==> src/rtl/tlik_pkg.sv <==
// ----------------------------------------------------------------------------
// tlik_pkg
// Shared types and constants of the two-link inverse kinematics block.
// ----------------------------------------------------------------------------
package tlik_pkg;

   localparam int COORD_W     = 32;
   localparam int LINK_W      = 30;
   localparam int CSR_INDEX_W = 1;
   localparam int WIDE_W      = 64;

   typedef logic signed [COORD_W-1:0] coord_type;
   typedef logic [LINK_W-1:0]         link_type;
   typedef logic [CSR_INDEX_W-1:0]    csr_index_type;

   localparam csr_index_type REG_UPPER_LINK = 1'd0;
   localparam csr_index_type REG_LOWER_LINK = 1'd1;

endpackage

==> src/rtl/tlik_sqrt.sv <==
// ----------------------------------------------------------------------------
// tlik_sqrt
// Pipelined floor square root of a 64-bit value, one result bit per stage.
// ----------------------------------------------------------------------------
module tlik_sqrt #(
   parameter int SIDE_W = 1
) (
   input  logic                       clock,
   input  logic                       reset,
   input  logic                       en,
   input  logic                       in_valid,
   input  logic [tlik_pkg::WIDE_W-1:0] in_radicand,
   input  logic [SIDE_W-1:0]          in_side,
   output logic                       out_valid,
   output logic [31:0]                out_root,
   output logic [SIDE_W-1:0]          out_side
);
   import tlik_pkg::*;

   localparam int STEPS = WIDE_W / 2;

   logic [WIDE_W-1:0] rem_ff   [STEPS];
   logic [WIDE_W-1:0] root_ff  [STEPS];
   logic [SIDE_W-1:0] side_ff  [STEPS];
   logic              valid_ff [STEPS];

   for (genvar k = 0; k < STEPS; k++) begin : g_step
      localparam logic [WIDE_W-1:0] BIT = WIDE_W'(1) << (WIDE_W - 2 - 2 * k);
      logic [WIDE_W-1:0] rem_src;
      logic [WIDE_W-1:0] root_src;
      logic [WIDE_W-1:0] trial;
      logic [SIDE_W-1:0] side_src;
      logic              valid_src;

      if (k == 0) begin : g_first
         assign rem_src   = in_radicand;
         assign root_src  = '0;
         assign side_src  = in_side;
         assign valid_src = in_valid;
      end else begin : g_next
         assign rem_src   = rem_ff[k-1];
         assign root_src  = root_ff[k-1];
         assign side_src  = side_ff[k-1];
         assign valid_src = valid_ff[k-1];
      end

      assign trial = root_src + BIT;

      always_ff @(posedge clock) begin
         if (reset) begin
            valid_ff[k] <= 1'b0;
         end else if (en) begin
            valid_ff[k] <= valid_src;
         end
      end

      always_ff @(posedge clock) begin
         if (en) begin
            side_ff[k] <= side_src;
            if (rem_src >= trial) begin
               rem_ff[k]  <= rem_src - trial;
               root_ff[k] <= (root_src >> 1) + BIT;
            end else begin
               rem_ff[k]  <= rem_src;
               root_ff[k] <= root_src >> 1;
            end
         end
      end
   end

   assign out_valid = valid_ff[STEPS-1];
   assign out_root  = root_ff[STEPS-1][31:0];
   assign out_side  = side_ff[STEPS-1];

endmodule

==> config.mk <==
export PLATFORM = sky130hd
export DESIGN_NAME = tlik_sqrt
export DESIGN_NICKNAME = d
export VERILOG_FILES = /design/src/rtl/tlik_pkg.sv /design/src/rtl/tlik_sqrt.sv
export SDC_FILE = /design/constraint.sdc
export NUM_CORES = 2
export LEC_CHECK = 0
export BUFFER_PORTS_ARGS = -buffer_cell sky130_fd_sc_hd__buf_2
export CORE_ASPECT_RATIO = 1.1
export CORE_UTILIZATION = 50
export DETAILED_ROUTE_END_ITERATION = 12
export PLACE_DENSITY = 0.65
export SYNTH_ARGS = -nofsm -noshare
export SYNTH_HDL_FRONTEND = slang
export SYNTH_MEMORY_MAX_BITS = 65536
export SYNTH_SLANG_ARGS = --single-unit
==> constraint.sdc <==
create_clock -name clock -period 11.8 [get_ports clock]
set_clock_uncertainty 0.1 [all_clocks]
set_input_delay 1.77 -clock clock [delete_from_list [all_inputs] [get_ports clock]]
set_output_delay 1.77 -clock clock [all_outputs]
set_load 0.005 [all_outputs]
==> impl_metrics.json <==
{
  "drcViolationCount": 0,
  "cts_root_buffer": "clkbuf_16",
  "syn_area_per_cell_um2": 12.49,
  "final_nets": 10715,
  "clk_pin_slew_ns": 0.06,
  "grt_pass1_wl_um": 448100,
  "seq_area_mm2": 0.07735,
  "vias": 78545,
  "insertion_delay_ns": 0.89,
  "drv_cap": 1,
  "dpl.hpwl_um": 222400,
  "first_pass_iters": 8,
  "async_reset_ff_share_pct": 0,
  "syn_nets": 10496,
  "drt_iter0_drc": 7125,
  "grt_max_degree": 193,
  "p_per_area_mw_per_mm2": 192.5,
  "whs_endpoint": "side_ff[0][14]",
  "ys_ff_latch": 2576,
  "holdWs_ns": 0.3094,
  "swShare_pct": 28.80,
  "antenna_found_initial": 6,
  "arrival_ns": 5.67,
  "min_period_over_period_pct": 44.14,
  "synth_edf_count": 2576,
  "vias_per_cell": 5.798,
  "cts_sinks": 2576,
  "power.internal_mw": 18.71,
  "drt-wirelength-per-cell_um": 21.78,
  "hold_depth": 0,
  "rows": 190,
  "combPwrFrac_pct": 19.8,
  "failed_checks": "max-capacitance violations, max-slew violations",
  "cts_hold_buffers": 0,
  "die-area_mm2": 0.2485,
  "cts_buffers": 279,
  "finalSetupViolCount": 0,
  "grt_pass1_vias": 75805,
  "slew_viol_final": 3,
  "place_area_mm2": 0.1276,
  "fin_area_mm2": 0.1365,
  "relSlewSlack_pct": -2.940,
  "ff2ff_setup_slack_ns": 6.59,
  "core_area_mm2": 0.2444,
  "fillers": 20163,
  "ys.flop_type": "edfxtp_1",
  "start_kind": "flip-flop",
  "cts.path.max_buffers": 4,
  "fin_crit_ns": 5.209,
  "synth_warnings": 0,
  "cts_tree": "built",
  "antenna_left": 0,
  "h-tree-depth": 5,
  "path_class": "reg2reg",
  "multiInputGateArea_mm2": 0.04251,
  "grt_overflow": 0,
  "yosysTopAreaCell": "edfxtp_1",
  "worstPathRequired_ns": 12.26,
  "synth_area_mm2": 0.1233,
  "initial_core_util_pct": 50.44,
  "p_clk_share_pct": 32.6,
  "finalSetupTns_ns": 0,
  "timing.fmax_ghz": 0.1920,
  "netlist_instances": 9869,
  "fin_util_pct": 55.84,
  "p_leak_nw": 50.63,
  "hold_path_class": "reg2reg",
  "netlist.area_leader.share_pct": 62.75,
  "hold_start": "side_ff[0][13]",
  "rsz0062_at_grt": "false",
  "seqPwrFrac_pct": 47.6,
  "cts_resized": 0,
  "synth_seq_area_share_pct": 62.75,
  "reg2reg_depth": 12,
  "worst_slew_pin_slew_ns": 1.523,
  "final_layout_size_suffix_gt1_share_pct": 6.859,
  "r2r-start": "rem_ff[1][666]",
  "cts_setup_buffers": 0,
  "drt_wl_total_um": 295100,
  "endpoint_kind": "flip-flop",
  "area.growth.synth_to_final_pct": 10.70,
  "critPathMaxFanout": 54,
  "ys_types": 97,
  "die_w_um": 475.4,
  "numPortBuffers": 102,
  "r2r-end": "rem_ff[1][763]",
  "outcome": "complete, but fails checks",
  "track_usage_pct": 23.41,
  "gp_congestion": 0.9376,
  "peakVddDrop_mv": 0.1272,
  "switchingPower_mw": 7.567,
  "hold_violations": 0,
  "pin_count": 103,
  "yosys-top-cells-area": "edfxtp_1 (63%), ha_1 (5.7%), xnor2_1 (3.4%)",
  "fp.dieH_um": 522.8
}
## registers in the layout (all words and copies together) (netlist names)
signal    flops
rem_ff     1984
side_ff      32
valid_ff     32
root_ff     528
## cells by family after synthesis
kind of cell	synth area share [%]
xor+xnor	6.267
mux	0.6324
buf+inv	2.841
flops	62.75
simple gates	12.61
fa+ha+maj	5.664
compound gates	9.230
## final cells by class
| type | count | share of cell area [%] |
|---|---|---|
| clock buffers | 327 | 5.342 |
| diodes | 5 | 0.009169 |
| flip-flops and latches | 2576 | 56.69 |
| multi-input cells | 6371 | 31.16 |
| inverters | 699 | 1.923 |
| repair buffers | 161 | 0.7629 |
| well taps | 3264 | 2.993 |
| clock inverters | 145 | 1.128 |
## cells in the final DEF, fill, tap and decap left out, drive strengths merged, types with 16 or more instances in the layout
cell type / Yosys / final
nand3: 151 / 151
mux2: 55 / 55
a211oi: 50 / 50
nor2: 509 / 509
o21a: 111 / 111
o21bai: 49 / 49
or4: 68 / 68
nor3: 289 / 289
a21oi: 496 / 496
inv: 699 / 710
and2: 59 / 59
clkbuf: 193 / 327
or3: 107 / 107
nand4b: 24 / 24
and3: 50 / 50
edfxtp: 2576 / 2576
mux2i: 16 / 16
a21o: 240 / 240
nand2: 809 / 809
nand2b: 129 / 129
xor2: 398 / 398
nor4b: 47 / 47
buf: 30 / 161
or2: 53 / 53
nand4: 165 / 165
clkinv: 0 / 97
nand3b: 34 / 34
o21ai: 604 / 604
nor4: 336 / 336
ha: 558 / 558
o31ai: 37 / 37
a211o: 22 / 22
a31oi: 62 / 62
bufinv: 0 / 28
nor3b: 20 / 20
nor2b: 97 / 97
xnor2: 484 / 484
o211ai: 26 / 26
a21boi: 22 / 22
## how the worst max path moves through the flow
stage,startpoint,endpoint
detailed placement,en,rem_ff[0][198]
global route,en,rem_ff[0][207]
global placement,en,rem_ff[0][206]
finish,rem_ff[1][666],rem_ff[1][763]
CTS,rem_ff[1][526],rem_ff[1][629]
floorplan,en,rem_ff[1][448]
## cell usage after synthesis (54+ instances only)
cell type and number:
nor2b_1 97, nand2_1 808, and2_1 58, inv_1 699, nand4_1 165, nor4_1 333
clkbuf_1 193, mux2_2 54, a31oi_1 61, o21ai_0 602, or4_1 66, nand3_1 151
xor2_1 398, a21oi_1 496, o21a_1 110, edfxtp_1 2576, or3_1 104, nor3_1 289
nand2b_1 129, ha_1 558, a21o_1 240, nor2_1 508, xnor2_1 484
## worst max-delay path, stage by stage (launching register included)
cell and delay [ns]:
edfxtp_1 0.42, ha_1 0.41, nand2_1 0.12, nor4_1 1.04
and3_1 0.47, nand4_1 0.15, nand3_1 0.19, a211oi_4 0.04
buf_4 0.31, or4b_1 0.65, nor3_1 0.67, nand3_1 0.20
xnor2_1 0.17
## per-stage QoR
step	total power [mW]	instances	worst slack [ns]
floorplan	16.20	9869	6.011
global placement	17.72	13070	5.982
detailed placement	17.80	13071	5.887
CTS	26.41	13543	6.593
global route	27.48	13548	6.438
finish	26.27	13548	6.591
## power by group through the flow
stage          Sequential (mW)  Clock (mW)  Combinational (mW)
2_1_floorplan             12.2           0                3.98
3_3_place_gp              12.7           0                5.04
3_5_place_dp              12.7           0                5.12
4_1_cts                   12.5        8.75                5.16
5_1_grt                   12.6        9.08                5.79
6_report                  12.5        8.57                5.21
## routing by layer
layer	global-route usage, %	wire length [um]
met3	3.141	17180
met5	0	7
met4	6.442	7492
met2	39.70	144900
met1	31.54	125500
Note: power is estimated with default switching activity, not from simulation.
